===== config.mk =====
export PLATFORM = sky130hd
export DESIGN_NAME = icon_directory_best_fit_parser
export DESIGN_NICKNAME = d
export VERILOG_FILES = /design/src/rtl/core/icdp_pkg.sv /design/src/rtl/core/icdp_best_pick.sv /design/src/rtl/core/icdp_parse_core.sv /design/src/rtl/core/icon_directory_best_fit_parser.sv
export SDC_FILE = /design/constraint.sdc
export NUM_CORES = 1
export LEC_CHECK = 0
export ABC_CLOCK_PERIOD_IN_PS = 12500
export BUFFER_PORTS_ARGS = -buffer_cell sky130_fd_sc_hd__buf_2
export CAP_MARGIN = 25
export CELL_PAD_IN_SITES_DETAIL_PLACEMENT = 1
export CELL_PAD_IN_SITES_GLOBAL_PLACEMENT = 1
export CORE_MARGIN = 3
export CORE_UTILIZATION = 55
export CTS_BUF_LIST = sky130_fd_sc_hd__clkbuf_4
export DETAILED_ROUTE_END_ITERATION = 12
export HOLD_SLACK_MARGIN = 0.12
export PLACE_DENSITY_LB_ADDON = 0.05
export SYNTH_ARGS = -nofsm -noshare
export SYNTH_HDL_FRONTEND = slang
export SYNTH_SLANG_ARGS = --single-unit

===== constraint.sdc =====
create_clock -name clk -period 12.5 [get_ports clk]
set_clock_uncertainty 0.2 [all_clocks]
set_input_delay 2.5 -clock clk [delete_from_list [all_inputs] [get_ports clk]]
set_output_delay 2.5 -clock clk [all_outputs]
set_load 0.02 [all_outputs]

===== src/rtl/core/icdp_pkg.sv =====
// ----------------------------------------------------------------------------
// icdp_pkg
// Shared types, codes and constants of the icon directory parser.
// ----------------------------------------------------------------------------
package icdp_pkg;

  localparam int MAX_ENTRIES_DEFAULT = 65535;

  // Register indexes of the configuration port
  localparam logic CFG_SIZE_LIMIT = 1'b0;
  localparam logic CFG_FILE_SIZE  = 1'b1;

  localparam logic [8:0] SIZE_LIMIT_RESET = 9'd256;

  // Header is six bytes; position HDR_LEN means the entry table is running
  localparam logic [2:0] HDR_LEN        = 3'd6;
  localparam logic [2:0] HDR_RESERVED_HI = 3'd1;
  localparam logic [2:0] HDR_TYPE_HI     = 3'd3;
  localparam logic [2:0] HDR_COUNT_HI    = 3'd5;

  // Byte offsets within one 16-byte directory entry
  localparam logic [3:0] ENT_WIDTH   = 4'd0;
  localparam logic [3:0] ENT_HEIGHT  = 4'd1;
  localparam logic [3:0] ENT_LEN_END = 4'd11;
  localparam logic [3:0] ENT_OFF_END = 4'd15;

  localparam logic [15:0] ICON_TYPE = 16'd1;

  typedef enum logic [2:0] {
    ST_OK         = 3'd0,
    ST_RESERVED   = 3'd1,
    ST_NOT_ICON   = 3'd2,
    ST_ZERO_COUNT = 3'd3,
    ST_DIR_LONG   = 3'd4,
    ST_OUTSIDE    = 3'd5
  } icdp_status_t;

  typedef struct packed {
    logic [7:0] data_byte;
    logic       first;
  } icdp_in_t;

  typedef struct packed {
    icdp_status_t status;
    logic [15:0]  entry_index;
    logic [8:0]   width;
    logic [8:0]   height;
    logic [31:0]  image_offset;
    logic [31:0]  image_length;
  } icdp_out_t;

  // Per-byte commands from the sequencer to the selection unit
  typedef struct packed {
    logic clear;
    logic dims_en;
    logic len_en;
    logic off_en;
  } icdp_pick_ctrl_t;

  // Chosen entry as seen after the current byte
  typedef struct packed {
    logic [8:0]  width;
    logic [8:0]  height;
    logic [31:0] offset;
    logic [31:0] length;
  } icdp_pick_view_t;

  // A dimension byte of zero stands for 256
  function automatic logic [8:0] dim_of(input logic [7:0] b);
    return (b == 8'd0) ? 9'd256 : {1'b0, b};
  endfunction

endpackage


===== src/rtl/core/icdp_best_pick.sv =====
// ----------------------------------------------------------------------------
// icdp_best_pick
// Tracks the best fitting entry and the smallest-area fallback entry.
// ----------------------------------------------------------------------------
module icdp_best_pick #(
  parameter int IDX_W = 16
) (
  input  logic                      clk,
  input  logic                      rst,
  input  icdp_pkg::icdp_pick_ctrl_t ctrl,
  input  logic [8:0]                size_limit,
  input  logic [8:0]                cand_width,
  input  logic [8:0]                cand_height,
  input  logic [IDX_W-1:0]          cand_idx,
  input  logic [31:0]               word,
  output logic [IDX_W-1:0]          sel_idx,
  output icdp_pkg::icdp_pick_view_t sel_view
);

  logic             take_best;
  logic             take_fb;
  logic             have_best;
  logic [16:0]      best_pixels;
  logic [16:0]      fb_area;

  logic [IDX_W-1:0] best_index;
  logic [8:0]       best_w;
  logic [8:0]       best_h;
  logic [31:0]      best_off;
  logic [31:0]      best_len;
  logic [IDX_W-1:0] fb_idx;
  logic [8:0]       fb_w;
  logic [8:0]       fb_h;
  logic [31:0]      fb_off;
  logic [31:0]      fb_len;

  logic [17:0]      prod;
  logic [16:0]      area;
  logic             fits;
  logic             tb;
  logic             tf;
  logic [31:0]      best_off_eff;
  logic [31:0]      fb_off_eff;

  assign prod = {9'd0, cand_width} * {9'd0, cand_height};
  assign area = prod[16:0];
  assign fits = (cand_width <= size_limit) && (cand_height <= size_limit);
  assign tb   = fits && (!have_best || (area > best_pixels));
  assign tf   = area < fb_area;

  always_ff @(posedge clk) begin
    if (rst || ctrl.clear) begin
      take_best   <= 1'b0;
      take_fb     <= 1'b0;
      have_best   <= 1'b0;
      best_pixels <= '0;
      fb_area     <= '1;
    end else if (ctrl.dims_en) begin
      take_best <= tb;
      take_fb   <= tf;
      if (tb) begin
        have_best   <= 1'b1;
        best_pixels <= area;
      end
      if (tf) begin
        fb_area <= area;
      end
    end
  end

  always_ff @(posedge clk) begin
    if (ctrl.dims_en && tb) begin
      best_index <= cand_idx;
      best_w     <= cand_width;
      best_h     <= cand_height;
    end
    if (ctrl.dims_en && tf) begin
      fb_idx <= cand_idx;
      fb_w   <= cand_width;
      fb_h   <= cand_height;
    end
    if (ctrl.len_en && take_best) best_len <= word;
    if (ctrl.len_en && take_fb)   fb_len   <= word;
    if (ctrl.off_en && take_best) best_off <= word;
    if (ctrl.off_en && take_fb)   fb_off   <= word;
  end

  // Offset is the last field of an entry; show it before it lands
  assign best_off_eff = (ctrl.off_en && take_best) ? word : best_off;
  assign fb_off_eff   = (ctrl.off_en && take_fb)   ? word : fb_off;

  always_comb begin
    if (have_best) begin
      sel_idx         = best_index;
      sel_view.width  = best_w;
      sel_view.height = best_h;
      sel_view.offset = best_off_eff;
      sel_view.length = best_len;
    end else begin
      sel_idx         = fb_idx;
      sel_view.width  = fb_w;
      sel_view.height = fb_h;
      sel_view.offset = fb_off_eff;
      sel_view.length = fb_len;
    end
  end

endmodule


===== src/rtl/core/icdp_parse_core.sv =====
// ----------------------------------------------------------------------------
// icdp_parse_core
// Byte sequencer: header checks, entry field capture and final result.
// ----------------------------------------------------------------------------
module icdp_parse_core #(
  parameter int MAX_ENTRIES = icdp_pkg::MAX_ENTRIES_DEFAULT,
  parameter int IDX_W       = 16
) (
  input  logic                clk,
  input  logic                rst,
  input  logic                step,
  input  icdp_pkg::icdp_in_t  item,
  input  logic [8:0]          size_limit,
  input  logic [31:0]         file_size,
  output logic                res_valid,
  output icdp_pkg::icdp_out_t res
);

  logic             active;
  logic [2:0]       hdr_pos;
  logic [7:0]       hdr_lo;
  logic [15:0]      entry_count;
  logic [3:0]       entry_offset;
  logic [IDX_W-1:0] entry_number;
  logic [8:0]       entry_width;
  logic [31:0]      entry_field;

  logic             active_next;
  logic [2:0]       hdr_pos_next;
  logic [7:0]       hdr_lo_next;
  logic [15:0]      entry_count_next;
  logic [3:0]       entry_offset_next;
  logic [IDX_W-1:0] entry_number_next;
  logic [8:0]       entry_width_next;
  logic [31:0]      entry_field_next;

  logic [15:0]      hdr_word;
  logic [31:0]      dir_len;
  logic [31:0]      field_word;
  logic             last_entry;
  logic [32:0]      image_end;
  logic [8:0]       cand_height;

  icdp_pkg::icdp_pick_ctrl_t ctrl;
  icdp_pkg::icdp_pick_view_t sel_view;
  icdp_pkg::icdp_status_t    status;
  logic [IDX_W-1:0]          sel_idx;

  assign hdr_word    = {item.data_byte, hdr_lo};
  assign dir_len     = {12'd0, hdr_word, 4'b0110};
  assign field_word  = {item.data_byte, entry_field[31:8]};
  assign last_entry  = !((17'(entry_number) + 17'd1) < {1'b0, entry_count});
  assign image_end   = {1'b0, sel_view.offset} + {1'b0, sel_view.length};
  assign cand_height = icdp_pkg::dim_of(item.data_byte);

  always_comb begin
    active_next       = active;
    hdr_pos_next      = hdr_pos;
    hdr_lo_next       = hdr_lo;
    entry_count_next  = entry_count;
    entry_offset_next = entry_offset;
    entry_number_next = entry_number;
    entry_width_next  = entry_width;
    entry_field_next  = entry_field;
    ctrl              = '0;
    res_valid         = 1'b0;
    status            = icdp_pkg::ST_OK;
    if (step) begin
      if (item.first) begin
        // Restart: this byte is byte 0 of the header
        active_next       = 1'b1;
        hdr_pos_next      = 3'd1;
        hdr_lo_next       = item.data_byte;
        entry_offset_next = '0;
        entry_number_next = '0;
        ctrl.clear        = 1'b1;
      end else if (active) begin
        if (hdr_pos != icdp_pkg::HDR_LEN) begin
          hdr_pos_next = hdr_pos + 3'd1;
          if (!hdr_pos[0]) begin
            hdr_lo_next = item.data_byte;
          end else begin
            case (hdr_pos)
              icdp_pkg::HDR_RESERVED_HI: begin
                if (hdr_word != 16'd0) begin
                  res_valid = 1'b1;
                  status    = icdp_pkg::ST_RESERVED;
                end
              end
              icdp_pkg::HDR_TYPE_HI: begin
                if (hdr_word != icdp_pkg::ICON_TYPE) begin
                  res_valid = 1'b1;
                  status    = icdp_pkg::ST_NOT_ICON;
                end
              end
              icdp_pkg::HDR_COUNT_HI: begin
                entry_count_next = hdr_word;
                if (hdr_word == 16'd0) begin
                  res_valid = 1'b1;
                  status    = icdp_pkg::ST_ZERO_COUNT;
                end else if (hdr_word > 16'(MAX_ENTRIES) || dir_len > file_size) begin
                  res_valid = 1'b1;
                  status    = icdp_pkg::ST_DIR_LONG;
                end
              end
              default: ;
            endcase
          end
        end else begin
          entry_offset_next = entry_offset + 4'd1;
          if (entry_offset == icdp_pkg::ENT_WIDTH) begin
            entry_width_next = icdp_pkg::dim_of(item.data_byte);
          end
          if (entry_offset == icdp_pkg::ENT_HEIGHT) begin
            ctrl.dims_en = 1'b1;
          end
          // Shift little-endian bytes in from the top
          if (entry_offset[3]) begin
            entry_field_next = field_word;
          end
          if (entry_offset == icdp_pkg::ENT_LEN_END) begin
            ctrl.len_en = 1'b1;
          end
          if (entry_offset == icdp_pkg::ENT_OFF_END) begin
            ctrl.off_en = 1'b1;
            if (last_entry) begin
              res_valid = 1'b1;
              status    = (image_end > {1'b0, file_size}) ? icdp_pkg::ST_OUTSIDE
                                                          : icdp_pkg::ST_OK;
            end else begin
              entry_number_next = entry_number + 1'b1;
            end
          end
        end
        if (res_valid) begin
          active_next = 1'b0;
        end
      end
    end
  end

  always_ff @(posedge clk) begin
    if (rst) begin
      active       <= 1'b0;
      hdr_pos      <= '0;
      entry_count  <= '0;
      entry_offset <= '0;
      entry_number <= '0;
    end else begin
      active       <= active_next;
      hdr_pos      <= hdr_pos_next;
      entry_count  <= entry_count_next;
      entry_offset <= entry_offset_next;
      entry_number <= entry_number_next;
    end
  end

  always_ff @(posedge clk) begin
    hdr_lo      <= hdr_lo_next;
    entry_width <= entry_width_next;
    entry_field <= entry_field_next;
  end

  icdp_best_pick #(
    .IDX_W(IDX_W)
  ) u_pick (
    .clk        (clk),
    .rst        (rst),
    .ctrl       (ctrl),
    .size_limit (size_limit),
    .cand_width (entry_width),
    .cand_height(cand_height),
    .cand_idx   (entry_number),
    .word       (field_word),
    .sel_idx    (sel_idx),
    .sel_view   (sel_view)
  );

  always_comb begin
    res.status = status;
    if (status == icdp_pkg::ST_OK) begin
      res.entry_index  = 16'(sel_idx);
      res.width        = sel_view.width;
      res.height       = sel_view.height;
      res.image_offset = sel_view.offset;
      res.image_length = sel_view.length;
    end else begin
      res.entry_index  = '0;
      res.width        = '0;
      res.height       = '0;
      res.image_offset = '0;
      res.image_length = '0;
    end
  end

  a_emit_stops: assert property (@(posedge clk) disable iff (rst)
    step && res_valid |=> !active)
    else $error("parser still active after a result");

  a_entry_in_range: assert property (@(posedge clk) disable iff (rst)
    active && (hdr_pos == icdp_pkg::HDR_LEN) |->
      (17'(entry_number) < {1'b0, entry_count}))
    else $error("entry number ran past the directory count");

endmodule


===== src/rtl/core/icon_directory_best_fit_parser.sv =====
// ----------------------------------------------------------------------------
// icon_directory_best_fit_parser
// Streams an icon file byte by byte and reports the best-fit directory entry.
// ----------------------------------------------------------------------------
// Feed the file one byte per item, with first set on byte 0. The block takes
// one item every cycle while no result is stalled. Each item passes an input
// register, then combinational parse logic that updates the header/entry
// state and may load the result register. The per-byte path is bounded by
// the 9x9 area multiply and 17-bit area compare at the height byte, and by
// the 33-bit image-end add and compare at the last offset byte. A stalled
// result holds the result register; the input register still takes one more
// item, after which out_ready throttles in_ready directly. At most one result
// comes per file: on the first header error or after the last entry. Bytes
// are dropped until the next first flag. Write the size limit and file_size
// only while no file is in flight.
// ----------------------------------------------------------------------------
module icon_directory_best_fit_parser #(
  parameter int MAX_ENTRIES = icdp_pkg::MAX_ENTRIES_DEFAULT
) (
  input  logic                clk,
  input  logic                rst,
  input  logic                in_valid,
  output logic                in_ready,
  input  icdp_pkg::icdp_in_t  in_item,
  output logic                out_valid,
  input  logic                out_ready,
  output icdp_pkg::icdp_out_t out_item,
  input  logic                cfg_we,
  input  logic                cfg_index,
  input  logic [31:0]         cfg_data
);

  // Index storage only needs to reach MAX_ENTRIES - 1
  localparam int IDX_W = (MAX_ENTRIES > 1) ? $clog2(MAX_ENTRIES) : 1;

  logic [8:0]         size_limit;
  logic [31:0]        file_size;

  logic               inq_valid;
  icdp_pkg::icdp_in_t inq_item;
  logic               consume;
  logic               res_valid;
  logic               res_load;
  icdp_pkg::icdp_out_t res;

  // Configuration registers
  always_ff @(posedge clk) begin
    if (rst) begin
      size_limit <= icdp_pkg::SIZE_LIMIT_RESET;
      file_size  <= '0;
    end else if (cfg_we) begin
      case (cfg_index)
        icdp_pkg::CFG_SIZE_LIMIT: size_limit <= cfg_data[8:0];
        icdp_pkg::CFG_FILE_SIZE:  file_size  <= cfg_data;
        default: ;
      endcase
    end
  end

  // Advance the held item whenever the result slot is free or draining
  assign consume  = inq_valid && (!out_valid || out_ready);
  assign in_ready = !inq_valid || consume;
  assign res_load = consume && res_valid;

  always_ff @(posedge clk) begin
    if (rst) begin
      inq_valid <= 1'b0;
    end else if (in_ready) begin
      inq_valid <= in_valid;
    end
  end

  always_ff @(posedge clk) begin
    if (in_valid && in_ready) begin
      inq_item <= in_item;
    end
  end

  icdp_parse_core #(
    .MAX_ENTRIES(MAX_ENTRIES),
    .IDX_W      (IDX_W)
  ) u_core (
    .clk       (clk),
    .rst       (rst),
    .step      (consume),
    .item      (inq_item),
    .size_limit(size_limit),
    .file_size (file_size),
    .res_valid (res_valid),
    .res       (res)
  );

  // Result register: hold until taken
  always_ff @(posedge clk) begin
    if (rst) begin
      out_valid <= 1'b0;
    end else if (res_load) begin
      out_valid <= 1'b1;
    end else if (out_ready) begin
      out_valid <= 1'b0;
    end
  end

  always_ff @(posedge clk) begin
    if (res_load) begin
      out_item <= res;
    end
  end

  a_load_free_slot: assert property (@(posedge clk) disable iff (rst)
    res_load |-> (!out_valid || out_ready))
    else $error("result loaded over an untaken item");

  a_error_zeroes: assert property (@(posedge clk) disable iff (rst)
    out_valid && (out_item.status != icdp_pkg::ST_OK) |->
      (out_item.entry_index == 16'd0) && (out_item.width == 9'd0) &&
      (out_item.height == 9'd0) && (out_item.image_offset == 32'd0) &&
      (out_item.image_length == 32'd0))
    else $error("error result carries entry data");

  a_ok_dims: assert property (@(posedge clk) disable iff (rst)
    out_valid && (out_item.status == icdp_pkg::ST_OK) |->
      (out_item.width != 9'd0) && (out_item.height != 9'd0) &&
      (out_item.width <= 9'd256) && (out_item.height <= 9'd256))
    else $error("chosen entry dimensions out of range");

endmodule


==> results of run 1 <==
## cell usage after synthesis (5+ instances only)
master	number
edfxtp_1	283
inv_1	201
nand2_1	196
ha_1	190
dfxtp_1	184
a21oi_1	170
nor2_1	145
mux2i_1	79
o21ai_0	72
clkbuf_1	66
mux2_2	62
nor2b_1	53
fa_1	50
a211oi_1	44
a21o_1	41
and2_1	41
nand3_1	41
xnor2_1	41
buf_2	23
nand4_1	21
o211ai_1	21
xor2_1	17
nor3_1	16
nand2b_1	14
and3_1	13
o21a_1	11
nor4_1	9
a32o_1	8
o21bai_1	8
o31ai_1	6
a31oi_1	5
buf_1	5
or3_1	5
## path summary, 6_finish.rpt
kind	startpoint	endpoint	slack, ns	cells past startpoint
worst max-delay path	out_ready	out_item[41]	2.57	31
worst min-delay path	file_size[16]	file_size[16]	0.26	2
worst max register to register	u_core.hdr_pos[0]	out_item[41]	3.59	31
worst min register to register	file_size[16]	file_size[16]	0.26	2
## state kept, by name (all words and copies together), names as in the netlist, 4 cells and up
name	count
u_core.u_pick.best_index	16
u_core.u_pick.best_pixels	17
u_core.u_pick.fb_w	9
u_core.u_pick.fb_idx	16
u_core.u_pick.fb_off	32
u_core.hdr_lo	8
size_limit	9
u_core.entry_offset	4
u_core.u_pick.best_w	9
u_core.u_pick.best_h	9
u_core.u_pick.fb_len	32
u_core.entry_field	24
file_size	32
u_core.u_pick.fb_area	17
u_core.u_pick.fb_h	9
out_item	101
u_core.entry_number	16
u_core.u_pick.best_off	32
u_core.u_pick.best_len	32
inq_item	9
u_core.entry_width	9
u_core.entry_count	16
## layer usage
metal	share of wire (%)	up-vias	routed length, um
met4	2.3	0	1580
met5	0	-	0
met3	5.3	116	3610
li1	-	8198	-
met2	50	482	34000
met1	43	8951	29100
## power groups by stage
stage	clock (mW)	combinational, mW	sequential (mW)
after global routing	1.48	0.674	1.64
after floorplan	0	0.416	1.67
after global placement	0	0.555	1.67
final	1.37	0.592	1.64
after detailed placement	0	0.584	1.67
after CTS	1.40	0.592	1.64
## tightest hold or removal path, stage by stage, from the launching register on
cell	delay, ns
dfxtp_1	0.31
nand2_1	0.05
a21oi_1	0.05
## area by class of cell
type / instances / area [um^2]
Timing Repair Buffer: 179 / 1030
Antenna cell: 2 / 5.00
Multi-Input combinational cell: 1431 / 10700
Clock inverter: 19 / 86.3
Tap cell: 577 / 722
Sequential cell: 467 / 12200
Inverter: 201 / 754
Clock buffer: 200 / 1500
Fill cell: 4570 / 15500
## cell families (layout without fill, tap and decap cells)
logic type                 after synthesis  after routing
muxes                                  141            141
AOI/OAI and AO/OA                      426            426
and+or+nand+nor                        566            566
adders and majority gates              240            240
buffers and inverters                  298            599
other                                    0              2
xor gates and xnor gates                58             58
DFF                                    467            467
## stage by stage
stage	util, %	total power [mW]
after floorplan	-	2.09
after global placement	59.6	2.23
after detailed placement	59.8	2.26
after CTS	63.5	3.63
after global routing	63.5	3.79
final	63.5	3.60
==> metrics.md, run 1 <==
| Metric | Value |
|---|---|
| Most frequent cell on the critical path | `a21oi_1` |
| Required time reported for the critical path endpoint | `12.98 ns` |
| Via-to-Cell Ratio | `5.77` |
| Net count, final | `2686` |
| Clock H-tree levels | `3` |
| Standard cell core area | `42500 um^2` |
| Placed instance count | `2854` |
| Buffers inserted during post-CTS setup optimization | `0` |
| Instance count of the mapped netlist | `2196` |
| Net switching component of the power | `1.02 mW` |
| # rows | `75` |
| Hold_ws | `between 0.2 and 0.3 ns` |
| Cell type with the highest aggregate area in the netlist | `edfxtp_1` |
| Mapped Area | `24000 um^2` |
| Final period utilization | `79.4%` |
| Clock buffer count from CTS | `119` |
| Prevailing post-synth register cell | `edfxtp_1` |
| Count of placed standard cells in the final layout, fillers left out | `3076` |
| Leak pwr | `11.8 nW` |
| Number of detailed-route iterations in the first pass | `6` |
| Clock buffer depth | `3` |
| Power per cell area | `133 nW/um^2` |
| Critical path peak fanout | `25` |
| Number of design-rule violations left by the first detailed-router iteration | `1068` |
| Combined buffer and inverter count along the critical path | `4` |
| Yosys warning count | `0` |
| Gpl congestion | `around 0.9` |
| CTS hold repair buffers | `0` |
| Fraction of post-synthesis cell area in the top cell type by area | `35.4%` |
| Sum of negative setup slack | `0 ns` |
| Setup crit end kind | `flip-flop` |
| Clock Sink Count | `about 470` |
| Maximum ir drop on the vdd rail | `0.125 mV` |
| Antenna violations before repair | `4` |
| Max-slew violation total from the final report | `0` |
| Height of the chip | `215 um` |
| Cell variety after synth | `66` |
| Count of buffers from port buffering | `between 100 and 150` |
| F_max | `0.101 GHz` |
| Layout cells sized above 1 | `18.7%` |
| Area after DPL | `approximately 25000 um^2` |
| Maximum number of pins on one net before global-route repair | `between 70 and 80` |
| Minimum setup slack in the final design | `2.57 ns` |
| Internal portion of total power | `2.58 mW` |
| Share of async-settable or async-resettable flops after synthesis | `0%` |
| Stage delay of the slowest cell on the critical path | `0.50 ns` |
| CTS tree | `done` |
| Global Route met2 Usage | `around half` |
| Root buffer selected by CTS | `clkbuf_4` |
| Clock network latency to the later pin of the worst-skew pair | `0.93 ns` |
| Busiest layer in global routing | `met2` |
| Wire length of the first global-routing pass | `roughly 110000 um` |
| Final non-filler cell area | `about 27000 um^2` |
| Post-synthesis share of cell area spent on xor and xnor gates | `about 2.1%` |
| I/O pin count | `150` |
| Total global-route track usage | `~30%` |
| # Max-Cap Violations | `0` |
| Leading post-synthesis cells by cell area | `edfxtp_1 (35%), dfxtp_1 (15%), ha_1 (9.9%)` |
| Met3 usage | `4.44%` |
| Complex-gate fraction of the synthesized area | `around 11%` |
| Synthesized netlist net count | `2483` |
| Transition time of the tightest slew-check pin | `~1 ns` |
| Combinational family with the most area after synthesis | `adder cells` |
| Switching portion of total power | `approximately 28%` |
| HPWL after detailed placement | `around 47000 um` |
| Clock transition at the registers of the reported paths | `0.06 ns` |
| Die area | `46200 um^2` |
| Portion of the post-synthesis area used by sequential elements | `50.7%` |
| Post-cts repair resize count | `0` |
| #FFs+latches synth | `467` |
| Max transition margin | `31.3%` |
| Detailed Route WL | `68200 um` |
| Post-route antenna net violation count | `0` |
| Type of the worst setup path | `input pin to flip-flop` |
| Initial cell density of the core | `between 50% and 60%` |
| Average wire length per cell after detail routing | `22.2 um` |
| Proportion of power drawn by the clock network | `38.0%` |
| Min Tclk post-route | `9.93 ns` |
| Pre-CTS setup slack | `1.90 ns` |
| WP data arrival | `10.41 ns` |
| Outcome | `finished clean` |
| Top library cells by usage in the layout, fill and taps aside | `edfxtp_1 (283), inv_1 (201), clkbuf_4 (200)` |
| Fraction of met1 tracks used by global routing | `between 30% and 40%` |
| Mean Syn Cell Area | `10.9 um^2` |
| Final number of hold-violating endpoints | `0` |
| Flop pwr share | `45.6%` |
| Vias in the first global route | `19400` |
| Adder and majority cell fraction of the synthesized area | `14.1%` |
| Total gr overflow | `0` |
| Slowest stage cell, crit path | `nand2_1` |
| DRC violations left | `0` |
| Vias post-DR | `about 18000` |
| Startpoint type of the worst setup path | `input pin` |
| Unrepaired setup endpoints after global routing | `false` |
| Kind of cell adding the most delay to the critical path | `compound AO/OA/AOI/OAI gates` |
| Share of power burned in combinational logic | `between 10% and 20%` |
| Number of enable-type register cells in the synthesized netlist | `283` |
| Layout overhead on the synthesized area | `12.4%` |
| Post-synthesis simple-gate area fraction | `11.0%` |
| # setup viols final | `0` |
| Portion of netlist area occupied by mux cells | `6.20%` |
| Most common cell after layout, fill and taps aside | `edfxtp_1` |
| Die span in x | `about 220 um` |
| Worst hold path type | `flip-flop to flip-flop` |
Power figures use the tool's default switching activity.
==> inputs of run 2 (changes only) <==
--- a/config.mk
+++ b/config.mk
@@ -5,13 +5,14 @@
 export SDC_FILE = /design/constraint.sdc
 export NUM_CORES = 1
 export LEC_CHECK = 0
-export ABC_CLOCK_PERIOD_IN_PS = 12500
+export ABC_AREA = 1
+export ABC_CLOCK_PERIOD_IN_PS = 9500
 export BUFFER_PORTS_ARGS = -buffer_cell sky130_fd_sc_hd__buf_2
 export CAP_MARGIN = 25
 export CELL_PAD_IN_SITES_DETAIL_PLACEMENT = 1
 export CELL_PAD_IN_SITES_GLOBAL_PLACEMENT = 1
 export CORE_MARGIN = 3
-export CORE_UTILIZATION = 55
+export CORE_UTILIZATION = 50
 export CTS_BUF_LIST = sky130_fd_sc_hd__clkbuf_4
 export DETAILED_ROUTE_END_ITERATION = 12
 export HOLD_SLACK_MARGIN = 0.12
==> constraint.sdc (replaced) <==
create_clock -name clk -period 9.5 [get_ports clk]
set_clock_uncertainty 0.2 [all_clocks]
set_input_delay 1.9 -clock clk [delete_from_list [all_inputs] [get_ports clk]]
set_output_delay 1.9 -clock clk [all_outputs]
set_load 0.02 [all_outputs]
==> metrics.md, run 2 <==
| Metric | Value |
|---|---|
| Most common cell after layout, fill and taps aside | `inv_1` |
| Leading post-synthesis cells by cell area | `edfxtp_1 (35%), dfxtp_1 (15%), ha_1 (9.8%)` |
| Instance count of the mapped netlist | `2534` |
| I/O pin count | `150` |
| Mean Syn Cell Area | `9.59 um^2` |
| Average wire length per cell after detail routing | `20.4 um` |
| Buffers inserted during post-CTS setup optimization | `0` |
| Number of detailed-route iterations in the first pass | `7` |
| Transition time of the tightest slew-check pin | `~1.0 ns` |
| Height of the chip | `226 um` |
| Post-cts repair resize count | `0` |
| Post-route antenna net violation count | `0` |
| Cell type with the highest aggregate area in the netlist | `edfxtp_1` |
| Die span in x | `226 um` |
| Clock transition at the registers of the reported paths | `0.07 ns` |
| WP data arrival | `approximately 8.5 ns` |
| Maximum number of pins on one net before global-route repair | `70` |
| Die area | `51300 um^2` |
| # setup viols final | `0` |
| Slowest stage cell, crit path | `inv_2` |
| Hold_ws | `between 0.2 and 0.3 ns` |
| Unrepaired setup endpoints after global routing | `false` |
| Maximum ir drop on the vdd rail | `approximately 0.13 mV` |
| Vias post-DR | `18600` |
| Share of async-settable or async-resettable flops after synthesis | `0%` |
| Cell variety after synth | `48` |
| Count of buffers from port buffering | `about 150` |
| CTS hold repair buffers | `0` |
| Number of enable-type register cells in the synthesized netlist | `about 280` |
| Fraction of post-synthesis cell area in the top cell type by area | `35.0%` |
| Largest register FFs | `101` |
| Startpoint type of the worst setup path | `flip-flop` |
| #FFs+latches synth | `467` |
| # rows | `80` |
| Vias in the first global route | `19700` |
| Setup crit end kind | `flip-flop` |
| Standard cell core area | `47800 um^2` |
| Total gr overflow | `0` |
| Max transition margin | `30.5%` |
| Clock Sink Count | `467` |
| Total global-route track usage | `27.9%` |
| Max-slew violation total from the final report | `0` |
| Leak pwr | `12.0 nW` |
| Placed instance count | `3234` |
| Stage delay of the slowest cell on the critical path | `0.61 ns` |
| # Max-Cap Violations | `0` |
| F_max | `0.123 GHz` |
| Clock network latency to the later pin of the worst-skew pair | `0.91 ns` |
| Type of the worst setup path | `flip-flop to flip-flop` |
| Required time reported for the critical path endpoint | `around 10 ns` |
| Wire length of the first global-routing pass | `between 100000 and 150000 um` |
| Root buffer selected by CTS | `clkbuf_4` |
| Sum of negative setup slack | `0 ns` |
| Ranking of synthesized cells by instance count | `inv_1 (398), nand2_1 (354), edfxtp_1 (283)` |
| HPWL after detailed placement | `roughly 52000 um` |
| Detailed Route WL | `about 70000 um` |
| Mapped Area | `24300 um^2` |
| Layout cells sized above 1 | `17.6%` |
| Layout overhead on the synthesized area | `12.3%` |
| Power per cell area | `170 nW/um^2` |
| CTS tree | `done` |
| Prevailing post-synth register cell | `edfxtp_1` |
| Critical path peak fanout | `38` |
| Number of design-rule violations left by the first detailed-router iteration | `around 1000` |
| Net count, final | `3029` |
| Top register by number of flip-flops | `out_item` |
| Min Tclk post-route | `8.15 ns` |
| Synthesized netlist net count | `around 2800` |
| Yosys warning count | `0` |
| Portion of the post-synthesis area used by sequential elements | `50.1%` |
| Via-to-Cell Ratio | `5.38` |
| Initial cell density of the core | `50.8%` |
| DRC violations left | `0` |
| Final number of hold-violating endpoints | `0` |
| Count leader, synth | `inv_1` |
| Clock buffer depth | `3` |
| Count of placed standard cells in the final layout, fillers left out | `3466` |
| Worst hold path type | `flip-flop to flip-flop` |
| Top library cells by usage in the layout, fill and taps aside | `inv_1 (395), nand2_1 (354), edfxtp_1 (283)` |
| Antenna violations before repair | `2` |
| Clock buffer count from CTS | `approximately 120` |
| Minimum setup slack in the final design | `1.35 ns` |
| Final cell utilization of the core | `57.0%` |
| Gpl congestion | `0.881` |
| Outcome | `finished clean` |
| Final period utilization | `85.8%` |
| Clock H-tree levels | `3` |
| Pre-CTS setup slack | `1.10 ns` |
==> run 2: cell count changes after synthesis, sizes merged, moves of 24 or more <==
| cell | delta |
|---|---|
| mux2i | -45 |
| xor2 | +24 |
| xnor2 | -27 |
| nor2b | -53 |
| mux2 | -38 |
| and2 | -40 |
| a211oi | -42 |
| o21ai | +157 |
| inv | +203 |
| a21oi | +40 |
| a21o | -34 |
| nor2 | +52 |
| or2 | +63 |
| nand2 | +160 |
==> run 2: logic make-up (layout without fill, tap and decap cells) <==
kind of cell               count (synthesis)  count (layout)  share of synthesized area [%]
AOI/OAI and AO/OA                        493             493                           10.7
DFF                                      467             467                           50.1
adders and majority gates                240             240                           13.9
buffers and inverters                    498             814                           7.91
other                                      0               1                              0
xor gates and xnor gates                  55              55                           1.98
muxes                                     58              58                           2.51
and+or+nand+nor                          723             723                           12.9
==> run 2: power breakdown <==
| group | leakage [nW] | total, mW | switching (mW) | internal (mW) |
|---|---|---|---|---|
| clock network | 0.954 | 1.78 | 0.882 | 0.901 |
| logic | 7.10 | 0.678 | 0.447 | 0.231 |
| registers | 3.97 | 2.16 | 0.0151 | 2.15 |
==> run 2: final cells by class <==
type / count / area [um^2]
well taps: 615 / 769
clock inverters: 59 / 317
inverters: 405 / 1520
clock buffers: 172 / 1290
fillers: 5497 / 20600
diodes: 1 / 2.50
repair buffers: 178 / 980
flip-flops and latches: 467 / 12200
multi-input cells: 1569 / 10200
==> run 2: critical path, delay by kind of cell, from the launching register on <==
family	cells	cell delay, ns
DFF	1	0.36
AOI/OAI and AO/OA	5	1.05
and+or+nand+nor	7	1.01
adders and majority gates	6	2.83
xor gates and xnor gates	1	0.26
buffers and inverters	9	2.01
==> run 2: stage by stage <==
step	total power, mW	area [um^2]
3_5_place_dp	2.88	25700
4_1_cts	4.68	27300
5_1_grt	4.89	27300
3_3_place_gp	2.85	25700
6_report	4.63	27300
2_1_floorplan	2.66	24300
==> run 2: final timing paths <==
| path | from | end | slack [ns] | cells past startpoint |
|---|---|---|---|---|
| max reg2reg | inq_item[1] | u_core.u_pick.fb_w[1] | 1.35 | 28 |
| min | u_core.u_pick.best_pixels[13] | u_core.u_pick.best_pixels[13] | 0.26 | 2 |
| min reg2reg | u_core.u_pick.best_pixels[13] | u_core.u_pick.best_pixels[13] | 0.26 | 2 |
| max | inq_item[1] | u_core.u_pick.fb_w[1] | 1.35 | 28 |
==> run 2: metal layers <==
layer / vias to the layer above / GRT usage, % / share of wire [%]
li1: 8898 / - / -
met1: 9227 / 34.8 / 43
met2: 394 / 48.7 / 50
met3: 127 / 4.44 / 4.0
met4: 2 / 10.9 / 3.1
met5: - / 0 / 0.018
